<file path="src/rtl/acd_pkg.sv">
package acd_pkg;

   // Number of trailing bytes that hold the stored CRC.
   localparam int TAIL_BYTES = 4;

   // Bytes in one section header; also the divisor of the plausibility check.
   localparam int SECTION_HDR_BYTES = 25;

   // Parse phases, which double as the field kind of each byte.
   localparam logic [3:0] PH_MAGIC        = 4'd0;
   localparam logic [3:0] PH_VERSION      = 4'd1;
   localparam logic [3:0] PH_FLAGS        = 4'd2;
   localparam logic [3:0] PH_COUNT        = 4'd3;
   localparam logic [3:0] PH_TYPE         = 4'd4;
   localparam logic [3:0] PH_COMPRESSION  = 4'd5;
   localparam logic [3:0] PH_SECTION_CRC  = 4'd6;
   localparam logic [3:0] PH_RAW_SIZE     = 4'd7;
   localparam logic [3:0] PH_PAYLOAD_SIZE = 4'd8;
   localparam logic [3:0] PH_PAYLOAD      = 4'd9;
   localparam logic [3:0] PH_TRAILER      = 4'd10;

   // End-of-archive status codes.
   localparam logic [2:0] ST_OK             = 3'd0;
   localparam logic [2:0] ST_TOO_SMALL      = 3'd1;
   localparam logic [2:0] ST_BAD_MAGIC      = 3'd2;
   localparam logic [2:0] ST_BAD_VERSION    = 3'd3;
   localparam logic [2:0] ST_IMPLAUSIBLE    = 3'd4;
   localparam logic [2:0] ST_TRUNCATED      = 3'd5;
   localparam logic [2:0] ST_CRC_MISMATCH   = 3'd6;

   // Configuration register indexes.
   localparam logic [1:0] CSR_MAGIC       = 2'd0;
   localparam logic [1:0] CSR_MIN_VERSION = 2'd1;
   localparam logic [1:0] CSR_MAX_VERSION = 2'd2;

   // Reflected CRC-32 constants.
   localparam logic [31:0] CRC_POLY = 32'hEDB8_8320;
   localparam logic [31:0] CRC_INIT = 32'hFFFF_FFFF;

   typedef struct packed {
      logic [31:0] magic;
      logic [31:0] min_version;
      logic [31:0] max_version;
   } csr_regs_type;

   // What the parser reports for the byte being accepted.
   typedef struct packed {
      logic [3:0]  kind;
      logic        complete;
      logic [63:0] value;
      logic [15:0] section;
      logic [3:0]  phase_next;
      logic [63:0] declared_next;
      logic        bad_magic;
      logic        bad_version;
      logic        crc_present;
   } parse_result_type;

   // Width in bytes of each header field.
   function automatic logic [3:0] field_width(input logic [3:0] phase);
      logic [3:0] w;
      case (phase)
         PH_MAGIC, PH_VERSION, PH_FLAGS, PH_TYPE, PH_SECTION_CRC: w = 4'd4;
         PH_COUNT, PH_RAW_SIZE, PH_PAYLOAD_SIZE:                   w = 4'd8;
         PH_COMPRESSION:                                           w = 4'd1;
         default:                                                  w = 4'd1;
      endcase
      return w;
   endfunction

   // One byte of the reflected CRC-32, one bit per step.
   function automatic logic [31:0] crc_step(input logic [31:0] crc, input logic [7:0] b);
      logic [31:0] c;
      c = crc ^ {24'd0, b};
      for (int k = 0; k < 8; k++) begin
         c = c[0] ? (CRC_POLY ^ (c >> 1)) : (c >> 1);
      end
      return c;
   endfunction

endpackage

</file>
<file path="src/rtl/archive_container_deframer_core.sv">
// Channel   Direction  Handshake              Payload
// req_      in         req_valid/req_ready    data_byte, is_final
// rsp_      out        rsp_valid/rsp_ready    field kind, byte, field value, section, status
// csr_      in         csr_valid/csr_ready    csr_index, csr_data
//
// Each request gives exactly one response, in the cycle after it is accepted.
// A new request is taken every cycle unless a response stalls; responses are registered.
// Synchronous active-high reset clears the parse state and loads the register defaults.
// A stalled response holds the output register, and req_ready drops until it is taken.
// The CSR port is always ready; every archive restarts from scratch after its final byte.
module archive_container_deframer_core #(
   parameter int MIN_ARCHIVE_BYTES  = 24,
   parameter int SECTION_INDEX_BITS = 16
) (
   input  logic        clock,
   input  logic        reset,
   input  logic        req_valid,
   output logic        req_ready,
   input  logic [7:0]  req_data_byte,
   input  logic        req_is_final,
   output logic        rsp_valid,
   input  logic        rsp_ready,
   output logic [3:0]  rsp_field_kind,
   output logic [7:0]  rsp_byte_out,
   output logic        rsp_field_complete,
   output logic [63:0] rsp_field_value,
   output logic [15:0] rsp_section_number,
   output logic        rsp_archive_end,
   output logic [2:0]  rsp_status,
   input  logic        csr_valid,
   output logic        csr_ready,
   input  logic [1:0]  csr_index,
   input  logic [31:0] csr_data
);

   localparam int SMALL_MAX = (MIN_ARCHIVE_BYTES > acd_pkg::TAIL_BYTES) ?
                              MIN_ARCHIVE_BYTES : acd_pkg::TAIL_BYTES;
   localparam int SMALL_W = $clog2(SMALL_MAX + 1);
   localparam logic [SMALL_W-1:0] SMALL_TOP = SMALL_W'(SMALL_MAX);
   localparam logic [SMALL_W-1:0] MIN_CNT   = SMALL_W'(MIN_ARCHIVE_BYTES);
   localparam logic [SMALL_W-1:0] TAIL_CNT  = SMALL_W'(acd_pkg::TAIL_BYTES);
   localparam logic [63:0] ALL_ONES = 64'hFFFF_FFFF_FFFF_FFFF;
   localparam logic [63:0] Q_MAX = ALL_ONES / acd_pkg::SECTION_HDR_BYTES;
   localparam logic [4:0]  R_MAX = 5'(ALL_ONES % acd_pkg::SECTION_HDR_BYTES);
   localparam logic [4:0]  R_WRAP = 5'(acd_pkg::SECTION_HDR_BYTES - 1);

   acd_pkg::csr_regs_type     regs_ff;
   acd_pkg::parse_result_type parse;

   logic               accept;
   logic               clear;
   logic               crc_match;
   logic [SMALL_W-1:0] small_ff, small_in;
   logic [4:0]         rem_ff, rem_in;
   logic [63:0]        quot_ff, quot_in;
   logic [2:0]         status;

   logic        rsp_valid_ff;
   logic [3:0]  kind_ff;
   logic [7:0]  byte_ff;
   logic        complete_ff;
   logic [63:0] value_ff;
   logic [15:0] section_ff;
   logic        end_ff;
   logic [2:0]  status_ff;

   assign accept    = req_valid && req_ready;
   assign clear     = req_is_final;
   assign req_ready = !rsp_valid_ff || rsp_ready;
   assign csr_ready = 1'b1;

   // Configuration registers.
   always_ff @(posedge clock) begin
      if (reset) begin
         regs_ff.magic       <= 32'd0;
         regs_ff.min_version <= 32'd1;
         regs_ff.max_version <= 32'd2;
      end else if (csr_valid && csr_ready) begin
         case (csr_index)
            acd_pkg::CSR_MAGIC:       regs_ff.magic       <= csr_data;
            acd_pkg::CSR_MIN_VERSION: regs_ff.min_version <= csr_data;
            acd_pkg::CSR_MAX_VERSION: regs_ff.max_version <= csr_data;
            default: ;
         endcase
      end
   end

   acd_parser #(
      .SECTION_INDEX_BITS(SECTION_INDEX_BITS)
   ) u_parser (
      .clock     (clock),
      .reset     (reset),
      .advance   (accept),
      .clear     (clear),
      .data_byte (req_data_byte),
      .regs      (regs_ff),
      .result    (parse)
   );

   acd_crc u_crc (
      .clock     (clock),
      .reset     (reset),
      .advance   (accept),
      .clear     (clear),
      .started   (small_ff >= TAIL_CNT),
      .data_byte (req_data_byte),
      .crc_match (crc_match)
   );

   // Byte counting: a short saturating count for the size checks, and the
   // total kept as quotient and remainder by the section header size.
   always_comb begin
      small_in = (small_ff == SMALL_TOP) ? small_ff : small_ff + 1'b1;
      rem_in   = rem_ff;
      quot_in  = quot_ff;
      if (!(quot_ff == Q_MAX && rem_ff == R_MAX)) begin
         if (rem_ff == R_WRAP) begin
            rem_in  = 5'd0;
            quot_in = quot_ff + 64'd1;
         end else begin
            rem_in = rem_ff + 5'd1;
         end
      end
   end

   always_ff @(posedge clock) begin
      if (reset || (accept && clear)) begin
         small_ff <= '0;
         rem_ff   <= 5'd0;
         quot_ff  <= 64'd0;
      end else if (accept) begin
         small_ff <= small_in;
         rem_ff   <= rem_in;
         quot_ff  <= quot_in;
      end
   end

   // End-of-archive status in priority order.
   always_comb begin
      if (small_in < MIN_CNT) begin
         status = acd_pkg::ST_TOO_SMALL;
      end else if (parse.bad_magic) begin
         status = acd_pkg::ST_BAD_MAGIC;
      end else if (parse.bad_version) begin
         status = acd_pkg::ST_BAD_VERSION;
      end else if (parse.phase_next > acd_pkg::PH_COUNT &&
                   parse.declared_next > quot_in + 64'd1) begin
         status = acd_pkg::ST_IMPLAUSIBLE;
      end else if (parse.phase_next != acd_pkg::PH_TRAILER) begin
         status = acd_pkg::ST_TRUNCATED;
      end else if (parse.crc_present && !crc_match) begin
         status = acd_pkg::ST_CRC_MISMATCH;
      end else begin
         status = acd_pkg::ST_OK;
      end
   end

   // Response register.
   always_ff @(posedge clock) begin
      if (reset) begin
         rsp_valid_ff <= 1'b0;
      end else if (accept) begin
         rsp_valid_ff <= 1'b1;
      end else if (rsp_ready) begin
         rsp_valid_ff <= 1'b0;
      end
   end

   always_ff @(posedge clock) begin
      if (accept) begin
         kind_ff     <= parse.kind;
         byte_ff     <= req_data_byte;
         complete_ff <= parse.complete;
         value_ff    <= parse.value;
         section_ff  <= parse.section;
         end_ff      <= req_is_final;
         status_ff   <= req_is_final ? status : acd_pkg::ST_OK;
      end
   end

   assign rsp_valid          = rsp_valid_ff;
   assign rsp_field_kind     = kind_ff;
   assign rsp_byte_out       = byte_ff;
   assign rsp_field_complete = complete_ff;
   assign rsp_field_value    = value_ff;
   assign rsp_section_number = section_ff;
   assign rsp_archive_end    = end_ff;
   assign rsp_status         = status_ff;

endmodule

</file>
<file path="src/rtl/acd_crc.sv">
module acd_crc (
   input  logic       clock,
   input  logic       reset,
   input  logic       advance,
   input  logic       clear,
   input  logic       started,
   input  logic [7:0] data_byte,
   output logic       crc_match
);

   logic [31:0] crc_ff;
   logic [31:0] crc_in;
   logic [7:0]  tail_ff [acd_pkg::TAIL_BYTES];
   logic [7:0]  tail_in [acd_pkg::TAIL_BYTES];
   logic [31:0] stored;

   // The oldest delayed byte enters the CRC once four bytes have been seen.
   always_comb begin
      crc_in = started ? acd_pkg::crc_step(crc_ff, tail_ff[0]) : crc_ff;
      for (int k = 0; k < acd_pkg::TAIL_BYTES - 1; k++) begin
         tail_in[k] = tail_ff[k + 1];
      end
      tail_in[acd_pkg::TAIL_BYTES - 1] = data_byte;
      stored    = {tail_in[3], tail_in[2], tail_in[1], tail_in[0]};
      crc_match = (stored == ~crc_in);
   end

   // The CRC and the delay line restart after each archive.
   always_ff @(posedge clock) begin
      if (reset || (advance && clear)) begin
         crc_ff <= acd_pkg::CRC_INIT;
         for (int k = 0; k < acd_pkg::TAIL_BYTES; k++) begin
            tail_ff[k] <= 8'd0;
         end
      end else if (advance) begin
         crc_ff <= crc_in;
         for (int k = 0; k < acd_pkg::TAIL_BYTES; k++) begin
            tail_ff[k] <= tail_in[k];
         end
      end
   end

endmodule

</file>
<file path="src/rtl/acd_parser.sv">
module acd_parser #(
   parameter int SECTION_INDEX_BITS = 16
) (
   input  logic                      clock,
   input  logic                      reset,
   input  logic                      advance,
   input  logic                      clear,
   input  logic [7:0]                data_byte,
   input  acd_pkg::csr_regs_type     regs,
   output acd_pkg::parse_result_type result
);

   localparam int CNT_W = (SECTION_INDEX_BITS >= 16) ? 16 : SECTION_INDEX_BITS;
   localparam logic [CNT_W-1:0] IDX_LIMIT = '1;

   logic [3:0]       phase_ff, phase_in;
   logic [2:0]       fcount_ff, fcount_in;
   logic [63:0]      acc_ff, acc_in;
   logic [63:0]      sections_left_ff, sections_left_in;
   logic [63:0]      declared_ff, declared_in;
   logic [63:0]      payload_left_ff, payload_left_in;
   logic [CNT_W-1:0] section_ff, section_in;
   logic             bad_magic_ff, bad_magic_in;
   logic             bad_version_ff, bad_version_in;
   logic             crc_present_ff, crc_present_in;

   logic [3:0]  cnt_inc;
   logic [63:0] acc_new;
   logic [63:0] left_dec;
   logic        complete;
   logic [63:0] value;
   logic        end_sec;

   // Field assembly, phase sequencing and section bookkeeping for one byte.
   always_comb begin
      phase_in         = phase_ff;
      fcount_in        = fcount_ff;
      acc_in           = acc_ff;
      sections_left_in = sections_left_ff;
      declared_in      = declared_ff;
      payload_left_in  = payload_left_ff;
      section_in       = section_ff;
      bad_magic_in     = bad_magic_ff;
      bad_version_in   = bad_version_ff;
      crc_present_in   = crc_present_ff;
      complete         = 1'b0;
      value            = 64'd0;
      end_sec          = 1'b0;
      left_dec         = sections_left_ff;
      cnt_inc          = {1'b0, fcount_ff} + 4'd1;
      acc_new          = acc_ff | ({56'd0, data_byte} << {fcount_ff, 3'b000});

      if (phase_ff <= acd_pkg::PH_PAYLOAD_SIZE) begin
         if (cnt_inc >= acd_pkg::field_width(phase_ff)) begin
            complete  = 1'b1;
            value     = acc_new;
            acc_in    = 64'd0;
            fcount_in = 3'd0;
            case (phase_ff)
               acd_pkg::PH_MAGIC: begin
                  if (acc_new != {32'd0, regs.magic}) bad_magic_in = 1'b1;
                  phase_in = acd_pkg::PH_VERSION;
               end
               acd_pkg::PH_VERSION: begin
                  if (acc_new < {32'd0, regs.min_version} ||
                      acc_new > {32'd0, regs.max_version}) bad_version_in = 1'b1;
                  phase_in = acd_pkg::PH_FLAGS;
               end
               acd_pkg::PH_FLAGS: begin
                  crc_present_in = acc_new[0];
                  phase_in       = acd_pkg::PH_COUNT;
               end
               acd_pkg::PH_COUNT: begin
                  declared_in      = acc_new;
                  sections_left_in = acc_new;
                  phase_in = (acc_new != 64'd0) ? acd_pkg::PH_TYPE : acd_pkg::PH_TRAILER;
               end
               acd_pkg::PH_PAYLOAD_SIZE: begin
                  payload_left_in = acc_new;
                  if (acc_new != 64'd0) phase_in = acd_pkg::PH_PAYLOAD;
                  else end_sec = 1'b1;
               end
               default: begin
                  phase_in = phase_ff + 4'd1;
               end
            endcase
         end else begin
            acc_in    = acc_new;
            fcount_in = cnt_inc[2:0];
         end
      end else if (phase_ff == acd_pkg::PH_PAYLOAD) begin
         if (payload_left_ff != 64'd0) payload_left_in = payload_left_ff - 64'd1;
         if (payload_left_in == 64'd0) end_sec = 1'b1;
      end

      // Closing a section advances the index and picks the next phase.
      if (end_sec) begin
         if (section_ff != IDX_LIMIT) section_in = section_ff + 1'b1;
         if (sections_left_ff != 64'd0) left_dec = sections_left_ff - 64'd1;
         sections_left_in = left_dec;
         phase_in = (left_dec != 64'd0) ? acd_pkg::PH_TYPE : acd_pkg::PH_TRAILER;
      end

      result.kind          = phase_ff;
      result.complete      = complete;
      result.value         = value;
      result.section       = 16'(section_ff);
      result.phase_next    = phase_in;
      result.declared_next = declared_in;
      result.bad_magic     = bad_magic_in;
      result.bad_version   = bad_version_in;
      result.crc_present   = crc_present_in;
   end

   // Everything returns to its reset value after the final byte.
   always_ff @(posedge clock) begin
      if (reset || (advance && clear)) begin
         phase_ff         <= acd_pkg::PH_MAGIC;
         fcount_ff        <= 3'd0;
         acc_ff           <= 64'd0;
         sections_left_ff <= 64'd0;
         declared_ff      <= 64'd0;
         payload_left_ff  <= 64'd0;
         section_ff       <= '0;
         bad_magic_ff     <= 1'b0;
         bad_version_ff   <= 1'b0;
         crc_present_ff   <= 1'b0;
      end else if (advance) begin
         phase_ff         <= phase_in;
         fcount_ff        <= fcount_in;
         acc_ff           <= acc_in;
         sections_left_ff <= sections_left_in;
         declared_ff      <= declared_in;
         payload_left_ff  <= payload_left_in;
         section_ff       <= section_in;
         bad_magic_ff     <= bad_magic_in;
         bad_version_ff   <= bad_version_in;
         crc_present_ff   <= crc_present_in;
      end
   end

endmodule

</file>
<file path="config.mk">
export PLATFORM = sky130hd
export DESIGN_NAME = archive_container_deframer_core
export DESIGN_NICKNAME = d
export VERILOG_FILES = /design/src/rtl/acd_pkg.sv /design/src/rtl/archive_container_deframer_core.sv /design/src/rtl/acd_crc.sv /design/src/rtl/acd_parser.sv
export SDC_FILE = /design/constraint.sdc
export NUM_CORES = 2
export LEC_CHECK = 0
export CORE_MARGIN = 2
export CORE_UTILIZATION = 40
export CTS_BUF_LIST = sky130_fd_sc_hd__clkbuf_4
export DETAILED_ROUTE_END_ITERATION = 7
export DONT_BUFFER_PORTS = 1
export PLACE_DENSITY_LB_ADDON = 0.15
export RECOVER_POWER = 100
export SLEW_MARGIN = 20
export SYNTH_ARGS = -nofsm -noshare
export SYNTH_HDL_FRONTEND = slang
export SYNTH_SLANG_ARGS = --single-unit
export TNS_END_PERCENT = 1
</file>
<file path="constraint.sdc">
create_clock -name clock -period 6.9 [get_ports clock]
set_clock_uncertainty 0.2 [all_clocks]
set_input_delay 1.035 -clock clock [delete_from_list [all_inputs] [get_ports clock]]
set_output_delay 1.035 -clock clock [all_outputs]
set_load 0.02 [all_outputs]
</file>
* Word level (Yosys, flattened, before mapping)
Memories as Yosys holds them, arrays and structs flattened. A register that Yosys moved wholly into a read port is not among the register bits. Cells that the tools add are included.
Storage, ports and cells: register bits after elaboration 582, logic and storage cells 190, output and inout bits 100, bits in writable memories 32, memory bits (read-only) 48, bits of input ports 48, memories 2
Cells by class: $lt $le $gt $ge 8, eq/ne operators 17, reduce and logical (&&, ||, !) cells 33, bitwise logic cells 17, multiplexer cells 76, shift operators 1, $add $sub $neg 9
Memories:
- (no name shown) | words 16, bits a word 3, rd ports 1, clocked after memory_dff 1, wr ports 0, RTL line acd_pkg.sv:62 | case (phase)
- u_crc.tail_ff | words 4, bits a word 8, rd ports 4, clocked after memory_dff 0, wr ports 4, RTL line acd_crc.sv:13 | logic [7:0] tail_ff [acd_pkg::TAIL_BYTES];
Operator list (number):
- 64-bit two-way mux | 19
- 32-bit two-way mux | 9
- 64-bit nonzero test | 4
- 64-bit by 1-bit adder with 64-bit output, second input constant | 2
- 64-bit by 1-bit subtractor with 64-bit output, second input constant | 2
- 13-bit inverter with 14-bit output | 8
- 64-bit by 60-bit == test with 1-bit output, second input constant | 1
- 64-bit by 32-bit > comparator with 1-bit output | 1
- 64-bit > comparator | 1
- 64-bit logical NOT | 1
- 64-bit by 32-bit less-than comparator with 1-bit output | 1
- 64-bit by 32-bit != test with 1-bit output | 1
- 64-bit bitwise OR | 1
- 8-bit by 6-bit << shifter with 64-bit output | 1
- 4-bit two-way mux | 9
- 32-bit == test | 1
- 8-bit two-way mux | 4
- 32-bit inverter | 1
- 32-bit by 8-bit XOR with 32-bit output | 1
- 1-bit two-way mux | 26
- 4-bit case mux with 5 select lines | 1
- 16-bit by 1-bit adder with 16-bit output, second input constant | 1
- 16-bit != test, second input constant | 1
- 3-bit two-way mux | 4
- 32 further kinds | 60

* Logic depth before layout (Yosys ltp)
An unclocked memory read counts as a cell.
word-level depth 29, depth in mapped cells 32, gate-level depth less buffers 31

* Modules after synthesis
A second synthesis with hierarchy kept.
Second synthesis, totals: cell total of the unflattened synthesis 4978, area, all modules 39862.0 um^2
By module, submodules not included:
- acd_parser | seq. area each 5705.5 um^2, instances 1, cells each 2898, area an instance 20418.3 um^2
- archive_container_deframer_core | seq. area each 6336.1 um^2, instances 1, cells each 1715, area an instance 15152.0 um^2
- acd_crc | seq. area each 1601.5 um^2, instances 1, cells each 365, area an instance 4291.6 um^2

* Worst setup path before layout
Ideal clock, no wire load.
kind input to register, from input rsp_ready, to memory u_crc.tail_ff[0][0], enable pin, path slack 104 ps, data arrival time 6187 ps, buffers on the path 4, stages on the path 9, cells stage by stage nand2b_1 nand2_1 inv_1 clkbuf_1 nor2_1 clkbuf_1 inv_1 clkbuf_1 clkbuf_1
RTL lines:
- start: declaration | RTL line archive_container_deframer_core.sv:22 | input logic rsp_ready,
- end: declaration | RTL line acd_crc.sv:13

==> impl_results.md <==
* Status: finished, violations left
* Failing checks: max-capacitance violations, max-slew violations
* Vias in the first global route at 33200
* Register bit count reported by yosys at 617
* # IOs at 148
* Sequential element share of the synthesized area at 0.367
* FF-to-FF path depth at 9
* Internal cell power at 5.71 mW
* Root Driver: clkbuf_4
* Total Routed Length at 140 mm
* Crit Path Class: reg -> reg
* CP max-delay cell: clkinvlp_2
* Routability congestion estimate from global placement at 0.984
* Die height at 309 um
* CTS clock-pin slew for the worst setup and hold paths at 0.06 ns
* Core ar. at 91800 um2
* Hold Crit Class: in -> reg
* P_leak at 16.0 nW
* CP arrival at 7.48 ns
* R2R Setup Slk at 0.15 ns
* Pin count of the biggest net entering global routing at 132
* Max cap viols at 8
* Hpwl dp at 98.6 mm
* CP peak stage delay at 1.99 ns
* Final instance area at 41900 um2
* # rows at 111
* Most used DFF post-synth: dfxtp_1
* Final hold viol count at 0
* Max clock buf depth at 3
* Switch share at 0.282
* CTS H-tree depth at 4
* VDD IR max at 173 uV
* Hold Path Stages at 2
* Final ANT Viol Nets at 0
* Seq pwr share at 0.480
* Hold Startpoint: rsp_ready
* Pwr Density at 190 nW/um2
* Vias per cell at 5.83
* Min cycle time layout at 6.75 ns
* Die footprint at 95400 um2
* Starting density of the core at 0.405
* Final setup violation count at 0
* Max Clock Freq at 0.148 GHz
* Setup crit end kind: flop
* Crit start category: flop
* DR iter-0 viols at 3791
* TritonCTS Sinks at 617
* Setup ws final at 0.150 ns
* Sw power at 2.25 mW
* Layout net count at 5017
* Worst Path Max Fanout at 109
* Hold path endpoint: rsp_valid
* EDFF count, synth at 129
* Total CTS buffers at 174
* TritonCTS clock tree: done
* Slew Viols, Final at 393
* Clock power share at 0.434
* Total congestion overflow at 0
* Most used cell, CP: nand2_1
* Syn nets at 4904
* Asr flop ratio synth at 0
* Worst EP required at 7.63 ns
* CP cell instances: nand2b_1 -> nand2_1 -> clkbuf_1 -> clkinvlp_2 -> nor2_1 -> clkbuf_4 -> nand2_1 -> a31o_1 -> a22o_1
* Global-route wire length before repair at 211 mm
* IO Port Bufs at 0
* DP Worst Slack at 0.142 ns
* Clk_lat worst skew at 1.10 ns
* Placed Area at 39100 um2
* Delay-heaviest family, CP: buffers and inverters
* Number of library cell types mapped by synthesis at 95
* Fillers at 9390
* Synth Instances at 4710
* Area growth from synthesis to layout at 12.8%
* Slew of the pin with the lowest slew margin at 2.47 ns
* Routed len/inst at 22.6 um
* DRC errors left at 0
* Most frequent cells in the layout: 594 x nand2_1, 494 x nor2_1, 488 x dfxtp_1
* 1st-pass router iterations at 6
* Rel. slew slack at -0.647
* Warnings from Yosys at 0
* Chip Width at 309 um
* Via count at 36200
* Combinational power share at 0.085
* Layout cells sized above 1 at 0.110
* Post-Syn Area at 37200 um2
* Initial antenna violation count at 11
* Syn avg cell area at 7.89 um2
* Worst r2r src: rsp_valid
* CP bufs+invs at 3
* Period utilisation layout at 0.978
* GRT Total Usage at 0.288
* Commonest non-fill, non-tap cell in the layout: nand2_1
## per-stage QoR
stage	std cells	util	hold WS [ns]	TNS, ns	total power, mW
floorplan	4710	-	0.206	0	4.30
global placement	5841	0.426	0.237	0	4.53
detailed placement	5841	0.426	0.247	0	4.53
CTS	6203	0.456	0.0164	0	8.05
global route	6209	0.456	0.105	-0.0229	8.28
finish	6210	0.456	0.144	0	7.95
## worst max path at each step
stage | startpoint | slack [ns] | to | depth (start not counted)
3_3_place_gp | quot_ff[0] | 0.24 | rsp_status[1] | 27
3_5_place_dp | quot_ff[0] | 0.14 | rsp_status[1] | 29
2_1_floorplan | rsp_ready | 0.10 | u_crc.tail_ff[0][0] | 9
5_1_grt | rem_ff[0] | -0.02 | rsp_status[1] | 27
4_1_cts | quot_ff[0] | 0.06 | rsp_status[1] | 29
6_report | rsp_valid | 0.15 | flop | 9
## sequential cells by signal (all words and copies together) (netlist names), 4 cells and up, named ones only
signal and flops:
u_crc.tail_ff 32, small_ff 5, regs_ff 96, u_parser.acc_ff 64, u_parser.section_ff 16, rsp_byte_out 8
u_parser.phase_ff 4, u_parser.payload_left_ff 64, u_crc.crc_ff 32, u_parser.sections_left_ff 64, rsp_field_value 64, rsp_section_number 16
quot_ff 64, rem_ff 5, u_parser.declared_ff 64, rsp_field_kind 4
## power by group through the flow
stage	Combinational [mW]	Sequential, mW	Clock (mW)
2_1_floorplan	0.410	3.89	0
3_3_place_gp	0.629	3.90	0
4_1_cts	0.679	3.82	3.55
6_report	0.679	3.82	3.45
3_5_place_dp	0.629	3.90	0
5_1_grt	0.731	3.83	3.72
## repair_timing
action	CTS	global route
endpoints found under the setup margin	0	3
hold buffers	46	0
hold endpoints to repair	119	0
buffers inserted	0	3
resized for setup	0	32
## area by class of cell
cell class                 count  area [um2]  share of cell area
antenna                        4        10.0            0.000239
multi-input combinational   3645       22000               0.525
inverter                     147         553              0.0132
sequential                   617       13600               0.326
timing repair buffer         238        1940              0.0462
tap                         1243        1560              0.0371
clock buffer                 259        1940              0.0464
clock inverter                57         275             0.00657
## cell usage after synthesis (22+ instances only)
master | instances | share of area
nor3_1 | 190 | 0.026
edfxtp_1 | 129 | 0.10
or3_1 | 59 | 0.0099
o211ai_1 | 22 | 0.0044
xor2_1 | 129 | 0.030
mux2i_1 | 24 | 0.0065
nor4_1 | 92 | 0.015
dfxtp_1 | 488 | 0.26
a21oi_1 | 391 | 0.053
ha_1 | 146 | 0.049
xnor2_1 | 178 | 0.042
clkbuf_1 | 269 | 0.027
nand2_1 | 596 | 0.060
and2_1 | 69 | 0.012
nand4_1 | 112 | 0.019
nor2b_1 | 29 | 0.0049
or4_1 | 44 | 0.0089
a21o_1 | 46 | 0.0093
nor2_1 | 499 | 0.050
o22ai_1 | 31 | 0.0052
o21ai_0 | 365 | 0.049
a22oi_1 | 36 | 0.0073
inv_1 | 147 | 0.015
nand2b_1 | 36 | 0.0061
nand3_1 | 91 | 0.012
and3_1 | 34 | 0.0057
a22o_1 | 72 | 0.017
and4_1 | 22 | 0.0052
## layer usage
metal	vias up	GRT usage	share of wire
met2	1477	0.435	0.44
met4	10	0.0919	0.026
li1	17200	-	-
met5	-	0	0.00048
met1	17300	0.410	0.46
met3	214	0.0581	0.081
## cells by family after synthesis
logic type	share of synthesized area
DFF	0.367
adders and majority gates	0.0492
and+or+nand+nor	0.261
buffers and inverters	0.0467
xor gates and xnor gates	0.0786
muxes	0.00646
other	0.000101
AOI/OAI and AO/OA	0.191
Note: power is estimated with default switching activity, not from simulation.
